`src/rtl/core/bpc_pkg.sv`:
```
package bpc_pkg;

   localparam int unsigned CSR_DATA_W = 16;
   localparam int unsigned CSR_IDX_W = 1;
   localparam int unsigned TIMER_BITS_DEFAULT = 16;
   localparam logic [CSR_DATA_W-1:0] LONG_PUSH_RESET = 16'd2000;
   localparam logic [CSR_DATA_W-1:0] DOUBLE_GAP_RESET = 16'd200;

   typedef enum logic [CSR_IDX_W-1:0] {
      CSR_LONG_PUSH  = 1'b0,
      CSR_DOUBLE_GAP = 1'b1
   } csr_idx_type;

   typedef enum logic [2:0] {
      ST_IDLE          = 3'd0,
      ST_FIRST_PUSH    = 3'd1,
      ST_FIRST_RELEASE = 3'd2,
      ST_SECOND_PUSH   = 3'd3,
      ST_LONG_PUSH     = 3'd4
   } press_state_type;

   typedef enum logic [1:0] {
      EV_SINGLE = 2'd0,
      EV_DOUBLE = 2'd1,
      EV_LONG   = 2'd2
   } event_kind_type;

   typedef struct packed {
      logic           valid;
      event_kind_type kind;
   } step_evt_type;

endpackage

```
`src/rtl/core/bpc_req_if.sv`:
```
interface bpc_req_if;
   logic valid;
   logic ready;
   logic pressed;

   modport source (output valid, output pressed, input ready);
   modport sink (input valid, input pressed, output ready);
endinterface

```
`src/rtl/core/bpc_rsp_if.sv`:
```
interface bpc_rsp_if;
   logic       valid;
   logic       ready;
   logic [1:0] event_kind;

   modport source (output valid, output event_kind, input ready);
   modport sink (input valid, input event_kind, output ready);
endinterface

```
`src/rtl/core/bpc_step.sv`:
```
module bpc_step
   import bpc_pkg::*;
#(
   parameter int unsigned TIMER_BITS = TIMER_BITS_DEFAULT
) (
   input  press_state_type         state_i,
   input  logic [TIMER_BITS-1:0]   remaining_i,
   input  logic                    running_i,
   input  logic                    pressed_i,
   input  logic [CSR_DATA_W-1:0]   long_ticks_i,
   input  logic [CSR_DATA_W-1:0]   gap_ticks_i,
   output press_state_type         state_o,
   output logic [TIMER_BITS-1:0]   remaining_o,
   output logic                    running_o,
   output step_evt_type            evt_o
);

   localparam int unsigned CMP_W = (TIMER_BITS > CSR_DATA_W) ? TIMER_BITS : CSR_DATA_W;
   localparam logic [CMP_W-1:0] TIMER_MAX = CMP_W'({TIMER_BITS{1'b1}});

   function automatic logic [TIMER_BITS-1:0] load_value(input logic [CSR_DATA_W-1:0] ticks);
      logic [CMP_W-1:0] v;
      v = CMP_W'(ticks);
      if (v == '0) begin
         v = CMP_W'(1);
      end
      if (v > TIMER_MAX) begin
         v = TIMER_MAX;
      end
      return v[TIMER_BITS-1:0];
   endfunction

   logic [TIMER_BITS-1:0] long_load;
   logic [TIMER_BITS-1:0] gap_load;
   logic [TIMER_BITS-1:0] rem_dec;
   logic                  expire;
   press_state_type       st;

   assign long_load = load_value(long_ticks_i);
   assign gap_load  = load_value(gap_ticks_i);
   assign rem_dec   = remaining_i - TIMER_BITS'(1);
   assign expire    = running_i && (rem_dec == '0);

   always_comb begin
      unique case (state_i)
         ST_IDLE, ST_FIRST_PUSH, ST_FIRST_RELEASE, ST_SECOND_PUSH, ST_LONG_PUSH: st = state_i;
         default: st = ST_IDLE;
      endcase
      remaining_o = running_i ? rem_dec : remaining_i;
      running_o   = running_i && !expire;
      evt_o.valid = 1'b0;
      evt_o.kind  = EV_SINGLE;

      // expiry comes before the level
      if (expire) begin
         if (st == ST_FIRST_PUSH || st == ST_SECOND_PUSH) begin
            st          = ST_LONG_PUSH;
            evt_o.valid = 1'b1;
            evt_o.kind  = EV_LONG;
         end else if (st == ST_FIRST_RELEASE) begin
            st          = ST_IDLE;
            evt_o.valid = 1'b1;
            evt_o.kind  = EV_SINGLE;
         end
      end

      state_o = st;
      unique case (st)
         ST_IDLE: begin
            if (pressed_i) begin
               state_o     = ST_FIRST_PUSH;
               remaining_o = long_load;
               running_o   = 1'b1;
            end
         end
         ST_FIRST_PUSH: begin
            if (!pressed_i) begin
               state_o     = ST_FIRST_RELEASE;
               remaining_o = gap_load;
               running_o   = 1'b1;
            end
         end
         ST_FIRST_RELEASE: begin
            if (pressed_i) begin
               state_o     = ST_SECOND_PUSH;
               remaining_o = long_load;
               running_o   = 1'b1;
            end
         end
         ST_SECOND_PUSH: begin
            if (!pressed_i) begin
               state_o     = ST_IDLE;
               remaining_o = '0;
               running_o   = 1'b0;
               evt_o.valid = 1'b1;
               evt_o.kind  = EV_DOUBLE;
            end
         end
         default: begin
            if (!pressed_i) begin
               state_o = ST_IDLE;
            end
         end
      endcase
   end

endmodule

```
`src/rtl/core/button_press_classifier.sv`:
```
// channel   dir  handshake        payload
// req_chan  in   valid / ready    pressed (1 bit, one tick)
// rsp_chan  out  valid / ready    event_kind (2 bit: single, double, long)
// csr_*     in   csr_we only      csr_index (1 bit), csr_wdata (16 bit)
//
// one tick is taken per cycle unless a held result stalls it; a transfer on
// req_chan lands in the input register; any result goes to the result register
// the press state and timer advance when the input register drains into the
// result stage; a held result stalls only a tick that produces a new result
// synchronous reset returns to idle with the timer stopped and the registers
// at 2000 and 200 ticks
module button_press_classifier
   import bpc_pkg::*;
#(
   parameter int unsigned TIMER_BITS = TIMER_BITS_DEFAULT
) (
   input  logic                  clock,
   input  logic                  reset,
   bpc_req_if.sink               req_chan,
   bpc_rsp_if.source             rsp_chan,
   input  logic                  csr_we,
   input  logic [CSR_IDX_W-1:0]  csr_index,
   input  logic [CSR_DATA_W-1:0] csr_wdata
);

   logic                  in_valid_ff;
   logic                  in_valid_in;
   logic                  in_pressed_ff;
   logic                  in_pressed_in;
   logic                  out_valid_ff;
   logic                  out_valid_in;
   event_kind_type        out_kind_ff;
   event_kind_type        out_kind_in;
   press_state_type       state_ff;
   press_state_type       state_in;
   logic [TIMER_BITS-1:0] remaining_ff;
   logic [TIMER_BITS-1:0] remaining_in;
   logic                  running_ff;
   logic                  running_in;
   logic [CSR_DATA_W-1:0] long_ticks_ff;
   logic [CSR_DATA_W-1:0] long_ticks_in;
   logic [CSR_DATA_W-1:0] gap_ticks_ff;
   logic [CSR_DATA_W-1:0] gap_ticks_in;

   press_state_type       step_state;
   logic [TIMER_BITS-1:0] step_remaining;
   logic                  step_running;
   step_evt_type          step_evt;
   logic                  advance;

   bpc_step #(
      .TIMER_BITS (TIMER_BITS)
   ) u_step (
      .state_i      (state_ff),
      .remaining_i  (remaining_ff),
      .running_i    (running_ff),
      .pressed_i    (in_pressed_ff),
      .long_ticks_i (long_ticks_ff),
      .gap_ticks_i  (gap_ticks_ff),
      .state_o      (step_state),
      .remaining_o  (step_remaining),
      .running_o    (step_running),
      .evt_o        (step_evt)
   );

   assign advance = in_valid_ff && (!step_evt.valid || !out_valid_ff || rsp_chan.ready);
   assign req_chan.ready = !in_valid_ff || advance;
   assign rsp_chan.valid = out_valid_ff;
   assign rsp_chan.event_kind = out_kind_ff;

   always_comb begin
      in_valid_in   = in_valid_ff;
      in_pressed_in = in_pressed_ff;
      if (req_chan.valid && req_chan.ready) begin
         in_valid_in   = 1'b1;
         in_pressed_in = req_chan.pressed;
      end else if (advance) begin
         in_valid_in = 1'b0;
      end

      out_valid_in = out_valid_ff;
      out_kind_in  = out_kind_ff;
      if (advance && step_evt.valid) begin
         out_valid_in = 1'b1;
         out_kind_in  = step_evt.kind;
      end else if (rsp_chan.ready) begin
         out_valid_in = 1'b0;
      end

      state_in     = state_ff;
      remaining_in = remaining_ff;
      running_in   = running_ff;
      if (advance) begin
         state_in     = step_state;
         remaining_in = step_remaining;
         running_in   = step_running;
      end

      long_ticks_in = long_ticks_ff;
      gap_ticks_in  = gap_ticks_ff;
      if (csr_we) begin
         unique case (csr_idx_type'(csr_index))
            CSR_LONG_PUSH:  long_ticks_in = csr_wdata;
            CSR_DOUBLE_GAP: gap_ticks_in  = csr_wdata;
            default: ;
         endcase
      end
   end

   always_ff @(posedge clock) begin
      if (reset) begin
         in_valid_ff   <= 1'b0;
         out_valid_ff  <= 1'b0;
         state_ff      <= ST_IDLE;
         remaining_ff  <= '0;
         running_ff    <= 1'b0;
         long_ticks_ff <= LONG_PUSH_RESET;
         gap_ticks_ff  <= DOUBLE_GAP_RESET;
      end else begin
         in_valid_ff   <= in_valid_in;
         out_valid_ff  <= out_valid_in;
         state_ff      <= state_in;
         remaining_ff  <= remaining_in;
         running_ff    <= running_in;
         long_ticks_ff <= long_ticks_in;
         gap_ticks_ff  <= gap_ticks_in;
      end
      in_pressed_ff <= in_pressed_in;
      out_kind_ff   <= out_kind_in;
   end

   a_running_nonzero: assert property (@(posedge clock) disable iff (reset)
      running_ff |-> remaining_ff != '0)
      else $error("timer running with zero count");

   a_rest_stopped: assert property (@(posedge clock) disable iff (reset)
      (state_ff == ST_IDLE || state_ff == ST_LONG_PUSH) |-> !running_ff)
      else $error("timer running outside a timed state");

   a_timed_running: assert property (@(posedge clock) disable iff (reset)
      (state_ff == ST_FIRST_PUSH || state_ff == ST_FIRST_RELEASE
         || state_ff == ST_SECOND_PUSH) |-> running_ff)
      else $error("timed state with timer stopped");

   a_no_overwrite: assert property (@(posedge clock) disable iff (reset)
      (out_valid_ff && !rsp_chan.ready && in_valid_ff && step_evt.valid) |-> !advance)
      else $error("pending result overwritten");

endmodule
```
`src/flat_wrapper.sv`:
```
// flat-port wrapper written by rule: the top's interface ports become plain ports
module button_press_classifier_flat import bpc_pkg::*;
#(
   parameter int unsigned TIMER_BITS = TIMER_BITS_DEFAULT
)
  (clock, reset, csr_we, csr_index, csr_wdata, req_chan_valid, req_chan_pressed, req_chan_ready, rsp_chan_valid, rsp_chan_event_kind, rsp_chan_ready);
  bpc_req_if req_chan_i ();
  bpc_rsp_if rsp_chan_i ();
  input  logic clock;
  input  logic reset;
  input  logic csr_we;
  input  logic [CSR_IDX_W-1:0] csr_index;
  input  logic [CSR_DATA_W-1:0] csr_wdata;
  input wire logic [$bits(req_chan_i.valid)-1:0] req_chan_valid;
  input wire logic [$bits(req_chan_i.pressed)-1:0] req_chan_pressed;
  output wire logic [$bits(req_chan_i.ready)-1:0] req_chan_ready;
  output wire logic [$bits(rsp_chan_i.valid)-1:0] rsp_chan_valid;
  output wire logic [$bits(rsp_chan_i.event_kind)-1:0] rsp_chan_event_kind;
  input wire logic [$bits(rsp_chan_i.ready)-1:0] rsp_chan_ready;
  assign req_chan_i.valid = req_chan_valid;
  assign req_chan_i.pressed = req_chan_pressed;
  assign req_chan_ready = req_chan_i.ready;
  assign rsp_chan_valid = rsp_chan_i.valid;
  assign rsp_chan_event_kind = rsp_chan_i.event_kind;
  assign rsp_chan_i.ready = rsp_chan_ready;
  button_press_classifier #(.TIMER_BITS(TIMER_BITS)) u_core (.clock(clock), .reset(reset), .req_chan(req_chan_i), .rsp_chan(rsp_chan_i), .csr_we(csr_we), .csr_index(csr_index), .csr_wdata(csr_wdata));
endmodule
```
`config.mk`:
```
export PLATFORM = sky130hd
export DESIGN_NAME = button_press_classifier_flat
export DESIGN_NICKNAME = d
export VERILOG_FILES = /design/src/rtl/core/bpc_pkg.sv /design/src/rtl/core/bpc_req_if.sv /design/src/rtl/core/bpc_rsp_if.sv /design/src/rtl/core/bpc_step.sv /design/src/rtl/core/button_press_classifier.sv /design/src/flat_wrapper.sv
export SDC_FILE = /design/constraint.sdc
export NUM_CORES = 1
export LEC_CHECK = 0
export ABC_AREA = 1
export BUFFER_PORTS_ARGS = -buffer_cell sky130_fd_sc_hd__buf_2
export CORE_MARGIN = 2
export CORE_UTILIZATION = 30
export CTS_CLUSTER_DIAMETER = 150
export DETAILED_ROUTE_END_ITERATION = 8
export PLACE_DENSITY = 0.51
export SLEW_MARGIN = 20
export SYNTH_ARGS = -nofsm -noshare
export SYNTH_HDL_FRONTEND = slang
export SYNTH_SLANG_ARGS = --single-unit
```
`constraint.sdc`:
```
create_clock -name clock -period 5.3 [get_ports clock]
set_clock_uncertainty 0.1 [all_clocks]
set_input_delay 0.265 -clock clock [delete_from_list [all_inputs] [get_ports clock]]
set_output_delay 0.265 -clock clock [all_outputs]
set_load 0.005 [all_outputs]
```
---- Yosys cells after proc, flatten, opt, wreduce, memory -nomap -nowiden ----
Index checks and enable logic that the tools add are counted.
storage, ports and cells
  output and inout bits ................... 4
  bits of input ports ..................... 23
  register bits ........................... 57
  logic and storage cells ................. 78
cells by class
  eq/ne operators ......................... 10
  reductions and logical operators ........ 24
  multiplexer cells ....................... 31
  bitwise operators ....................... 1
  add/sub/neg operators ................... 1
  $lt $le $gt $ge ......................... 2
operator list
  operator                                             count
  2-to-1 mux 16 bit                                    8
  logical NOT 16 bit                                   3
  case mux 16 bit (3 select lines)                     1
  2-to-1 mux 3 bit                                     13
  > comparator 16 bit (second input constant)          2
  == test 3 x 2 -> 1 bit (second input constant)       6
  subtractor 16 x 1 -> 16 bit (second input constant)  1
  == test 3 x 1 -> 1 bit (second input constant)       3
  case mux 3 bit (3 select lines)                      1
  2-to-1 mux 1 bit                                     7
  logical NOT 3 bit                                    2
  logical AND 1 bit                                    5
  OR reduction 5 bit                                   1
  logical NOT 1 bit                                    4
  logical OR 1 bit                                     4
  AND reduction 2 bit                                  2
  nonzero test 2 bit                                   2
  == test 3 bit (second input constant)                1
  case mux 1 bit (3 select lines)                      1
  OR reduction 2 bit                                   1
  NOT 1 bit                                            1

---- Logic depth before layout (Yosys ltp) ----
  depth in word-level cells ............... 16
  depth in mapped cells ................... 19
  depth with buffers taken out ............ 19

---- Modules after synthesis ----
From an unflattened synthesis, not the netlist that was laid out.
second synthesis, totals
  cells, all modules ...................... 678
  area total of the unflattened synthesis .. 4187.8 sq um
modules (own cells, without submodules)
  module                   seq. area each (sq um)  area each (sq um)  cells an instance  instances
  button_press_classifier  1171.1                  2290.9             290                1
  bpc_step                 0.0                     1896.8             388                1

---- Worst setup path after synthesis ----
No wires, ideal clock.
  path type ............................... register to register
  start point ............................. register u_core.remaining_ff[0]
  end point ............................... register u_core.out_kind_ff[0], in the netlist u_core.rsp_chan.event_kind[0] (enable)
  period minus slack after synthesis ...... 2494 ps
  data required time ...................... 4906 ps
  library setup time ...................... 294 ps
  setup slack ............................. 2806 ps
  stages on the path, launching flop included .. 16
  arrival time ............................ 2099 ps
  buffers on the path ..................... 1
  path through ............................ dfxtp_1 -> inv_2 -> ha_1 -> nand2_1 -> nand3_1 -> nand3b_1 -> nor2_1 -> nand3_1 -> nor2_1 -> nand3_2 -> nand4_2 -> nand2_4 -> a21oi_4 -> buf_4 -> nand2_1 -> inv_1
on the way
  word-level cells in the longest chain between the ends .. 11
  elaborated cells between the ends (all ways) .. 13
  classes of those cells .................. add/sub: 1; eq/ne: 1; mux: 4; reduce/logical: 7
ends and longest elaborated chain
  item                                                        RTL line                        source
  from (decl)                                                 button_press_classifier.sv:36   logic [TIMER_BITS-1:0] remaining_ff;
  from (signal assigned)                                      button_press_classifier.sv:123  remaining_ff <= remaining_in;
  subtractor 16 x 1 -> 16 bit *                               bpc_step.sv:41                  assign rem_dec = remaining_i - TIMER_BITS'(1);
  logical NOT 16 bit *                                        bpc_step.sv:42                  assign expire = running_i && (rem_dec == '0);
  logical AND 1 bit *                                         bpc_step.sv:42
  2-to-1 mux 3 bit                                            bpc_step.sv:55                  if (expire) begin
  == test 3 x 2 -> 1 bit or 2-to-1 mux 3 bit (tied branches)  bpc_step.sv:68, bpc_step.sv:91
  2-to-1 mux 3 bit *                                          bpc_step.sv:68                  unique case (st)
  logical NOT 1 bit                                           button_press_classifier.sv:66   assign advance = in_valid_ff && (!step_evt.valid || !out_valid_ff || rsp_chan.ready);
  logical OR 1 bit (2 in series)                              button_press_classifier.sv:66
  logical AND 1 bit                                           button_press_classifier.sv:66
  logical AND 1 bit *                                         button_press_classifier.sv:83   if (advance && step_evt.valid) begin
  to (signal assigned)                                        button_press_classifier.sv:129  out_kind_ff <= out_kind_in;
  to (decl)                                                   button_press_classifier.sv:32   event_kind_type out_kind_ff;
Mark *: on every way between the ends. The rest lies on a longest branch, timed or not.
A chain may end at the register's enable or synchronous reset.

---- Worst setup path in the final report ----
  start point ............................. register u_core.remaining_ff[0]
  end point ............................... output port req_chan_ready
on the way
  word-level cells in the longest chain between the ends .. 11
  elaborated cells between the ends (all ways) .. 13
  classes of those cells .................. add/sub: 1; eq/ne: 1; mux: 4; reduce/logical: 7
ends and longest elaborated chain
  item                                                        RTL line                        source
  subtractor 16 x 1 -> 16 bit *                               bpc_step.sv:41
  logical NOT 16 bit *                                        bpc_step.sv:42
  logical AND 1 bit *                                         bpc_step.sv:42
  2-to-1 mux 3 bit                                            bpc_step.sv:55
  == test 3 x 2 -> 1 bit or 2-to-1 mux 3 bit (tied branches)  bpc_step.sv:68, bpc_step.sv:91
  2-to-1 mux 3 bit *                                          bpc_step.sv:68
  logical NOT 1 bit *                                         button_press_classifier.sv:66
  logical OR 1 bit * (2 in series)                            button_press_classifier.sv:66
  logical AND 1 bit *                                         button_press_classifier.sv:66
  logical OR 1 bit *                                          button_press_classifier.sv:67   assign req_chan.ready = !in_valid_ff || advance;
  to (decl)                                                   flat_wrapper.sv:16              output wire logic [$bits(req_chan_i.ready)-1:0] req_chan_ready;
Marks and branches as above.

==> results.py <==
metrics = {
    "clocking": {
        "cts_buffers": 9,
        "root_buffer": "clkbuf_16",
        "cts_tree": "yes",
        "ctsResizeCount": 0,
        "clkSlewWorstSetupHoldPaths_ns": 0.05,
        "htreeDepth": 3,
        "clock_latency_ns": 0.33,
        "post_cts_buffers": 0,
        "postCtsHoldBufs": 0,
        "cts.sinks": 57,
        "cts.path.max_buffers": 2,
    },
    "critical_path": {
        "cp-startpoint": "u_core.remaining_ff[0]",
        "endpoint_kind": "output pin",
        "max_stage_delay_ns": 0.54,
        "crit_fanout": 31,
        "cp.arrival_ns": 3.11,
        "worst_r2r_endpoint": "u_core.rsp_chan.event_kind[0]",
        "reg2reg_from": "u_core.remaining_ff[0]",
        "crit_type": "flip-flop to output pin",
        "path_cells": "inv_2 > ha_1 > nand2_1 > nand3_1 > nand3b_1 > nor2_1 > nand3_1 > nor2_1 > nand3_2 > nor2_2 > nand2_1 > nand2_4 > nand3_1 > buf_2",
        "critPathMostFrequentCell": "nand3_1",
        "start_kind": "flip-flop",
        "reg2reg_depth": 14,
        "r2r_slack_ns": 1.89,
        "worst_ep_required_time_ns": 4.93,
        "cpMaxStageDelayCell": "nand3_2",
    },
    "timing": {
        "slew_headroom_pct": 29.8,
        "fmax_ghz": 0.288,
        "min_period_over_period_pct": 65.6,
        "whs_ns": 0.0128,
        "final.setup.tns_ns": 0,
        "layout_setup_ws_ns": 1.82,
        "setup_viol": 0,
        "rsz0062_at_grt": "false",
        "report.final.hold_viol_count": 0,
        "min_period_ns": 3.48,
        "tightestPinTransition_ns": 1.05,
        "slew_viol_final": 0,
    },
    "synthesis": {
        "synth_top_area_share_pct": 27.5,
        "synthCells": 645,
        "netlist_area_mm2": 0.00393,
        "synth_area_leaders": "dfxtp_1 (27%), nand2_1 (17%), nor2_1 (8.2%)",
        "synth_largest_area_cell": "dfxtp_1",
        "yosysWarningCount": 0,
        "ys_ff_latch": 57,
        "seq_area_frac_synth_pct": 29.8,
        "synth.avg_cell_area_um2": 6.10,
        "synth_nets": 670,
        "synth_cell_types": 36,
    },
    "cells_and_area": {
        "drive_gt1_share_pct": 12.7,
        "fin_area_mm2": 0.00451,
        "fin_nets": 675,
        "fillCellCount": 1434,
        "diodes": 0,
        "syn2layout_area_growth_pct": 14.6,
        "stdcell_count": 827,
    },
    "die": {
        "pin_count": 27,
        "dieArea_mm2": 0.0140,
        "die_h_um": 119,
        "start_util_pct": 30.9,
        "fp.dieW_um": 119,
        "rows": 41,
        "core_region_area_mm2": 0.0127,
    },
    "pwr": {
        "swShare_pct": 30.1,
        "powerDensity_mw_per_mm2": 330,
        "p_clk_share_pct": 45.6,
        "p_leak_uw": 0.00202,
        "power.switching_uw": 448,
        "p_int_uw": 1040,
        "seq_power_share_pct": 32.7,
        "peakVddDrop_mv": 0.178,
        "comb_power_share_pct": 21.7,
    },
    "detailed_routing": {
        "wire_per_inst_um": 14.3,
        "drt-pass1-iter-count": 5,
        "vias": 4101,
        "drt_wl_total_um": 11800,
        "via_per_inst": 4.96,
        "drtAntennaViolNets": 0,
        "drc": 0,
        "drt_iter0_drc": 361,
    },
    "run_status": {
        "outcome": "completed",
    },
    "run": {
        "drv_cap": 0,
    },
    "place": {
        "io_buffers": 26,
        "detailed_place.area_mm2": 0.00414,
        "hpwl_um": 8920,
        "place.gp.congestion": 0.915,
        "dp.cells": 811,
        "place_worst_setup_slack_ns": 1.92,
    },
    "worst_hold_path": {
        "whs_path_depth": 1,
        "hold_end": "u_core.in_pressed_ff",
        "hold_path_class": "input port to flip-flop",
        "min-delay-start": "req_chan_pressed",
    },
    "grt": {
        "grt_use_total_pct": 17.2,
        "grt_pass1_wl_um": 19400,
        "grt_pass1_vias": 3720,
        "grt_max_degree": 43,
        "antenna_found_initial": 0,
        "grt.overflow.total": 0,
    },
}
[worst max-delay path: cells and delay by family (launching register included)]
family / cells / cell delay [ns]
buf+inv: 2 / 0.26
flops: 1 / 0.47
fa+ha+maj: 1 / 0.27
simple gates: 11 / 1.79
[metrics by stage]
| stage | power [µW] | util, % |
|---|---|---|
| CTS | 1500 | 35.4 |
| finish | 1490 | 35.4 |
| floorplan | 732 | - |
| global route | 1570 | 35.4 |
| global placement | 815 | 32.6 |
| detailed placement | 816 | 32.6 |
[routing by layer]
layer | up-vias | GRT usage [%] | part of all wire [%] | wire (µm)
met1 | 1853 | 23.7 | 50 | 5860
met4 | 0 | 4.84 | 1.3 | 153
met5 | - | 0 | 0 | 0
li1 | 2137 | - | - | -
met2 | 97 | 27.0 | 45 | 5300
met3 | 14 | 3.67 | 4.2 | 500
[cells in the mapped netlist (all sizes together)]
| master | n |
|---|---|
| o21bai | 1 |
| a21oi | 34 |
| o31ai | 2 |
| nor4 | 7 |
| inv | 75 |
| a31oi | 3 |
| nand4 | 41 |
| ha | 2 |
| nor3 | 2 |
| nor2 | 94 |
| nand3b | 1 |
| clkbuf | 25 |
| a21boi | 2 |
| dfxtp | 54 |
| clkinv | 2 |
| buf | 10 |
| o21ai | 56 |
| xnor2 | 1 |
| o211ai | 21 |
| edfxtp | 3 |
| or2 | 1 |
| nand2 | 184 |
| nand3 | 24 |
[sequential cells by signal (all words and copies together), names as in the netlist]
signal	flops
u_core.running_ff	1
u_core.gap_ticks_ff	16
u_core.state_ff	3
u_core.remaining_ff	16
u_core.in_pressed_ff	1
u_core.rsp_chan.event_kind	2
u_core.rsp_chan.valid	1
u_core.long_ticks_ff	16
u_core.in_valid_ff	1
[cell type report]
type                       instances  area, µm²  share of cell area [%]
multi-input combinational        476       2320                    51.5
sequential                        57       1170                    26.0
clock buffer                      13        292                    6.47
inverter                          77        289                    6.41
tap                              172        215                    4.77
timing repair buffer              29        153                    3.39
clock inverter                     3       67.6                    1.50
[placed cells by master (no fill, tap or decap), types with 2 or more instances in the layout]
| cell type | netlist | final |
|---|---|---|
| o31ai_1 | 2 | 2 |
| a21boi_0 | 2 | 2 |
| o211ai_1 | 21 | 21 |
| ha_1 | 2 | 2 |
| o21ai_1 | 3 | 3 |
| bufinv_16 | 0 | 2 |
| dfxtp_1 | 54 | 54 |
| nand4_1 | 40 | 40 |
| clkbuf_16 | 0 | 10 |
| nand2_1 | 179 | 179 |
| a21oi_2 | 13 | 13 |
| inv_2 | 5 | 5 |
| nand2_2 | 3 | 3 |
| nand3_1 | 23 | 23 |
| nand2_4 | 2 | 2 |
| o21ai_0 | 53 | 53 |
| edfxtp_1 | 3 | 3 |
| nor4_1 | 7 | 7 |
| nor3_1 | 2 | 2 |
| nor2_2 | 7 | 9 |
| inv_1 | 70 | 69 |
| buf_4 | 1 | 3 |
| nor2_1 | 86 | 84 |
| a31oi_1 | 3 | 3 |
| clkinv_1 | 2 | 3 |
| clkbuf_8 | 0 | 3 |
| a21oi_1 | 20 | 20 |
| buf_2 | 6 | 26 |
[worst max-delay path by stage]
stage | endpoint | slack (ns) | cells past startpoint
6_report | req_chan_ready | 1.82 | 14
5_1_grt | req_chan_ready | 1.54 | 16
4_1_cts | req_chan_ready | 1.82 | 14
3_5_place_dp | u_core.rsp_chan.event_kind[1] | 1.92 | 14
3_3_place_gp | u_core.rsp_chan.event_kind[0] | 2.06 | 14
2_1_floorplan | u_core.rsp_chan.event_kind[0] | 2.81 | 15
[logic make-up after synthesis]
logic type	share of synthesized area, %
adder cells (fa/ha/maj)	0.636
flip-flops	29.8
AND/OR/NAND/NOR	39.3
AO/OA/AOI/OAI	18.7
buffers and inverters	11.4
XOR/XNOR	0.223
[power groups by stage]
stage	combinational (µW)	clock, µW	sequential, µW
2_1_floorplan	249	0	484
3_3_place_gp	320	0	495
3_5_place_dp	321	0	495
4_1_cts	322	691	486
5_1_grt	371	710	491
6_report	324	679	487
No activity file was read; power rests on OpenSTA's default activity.
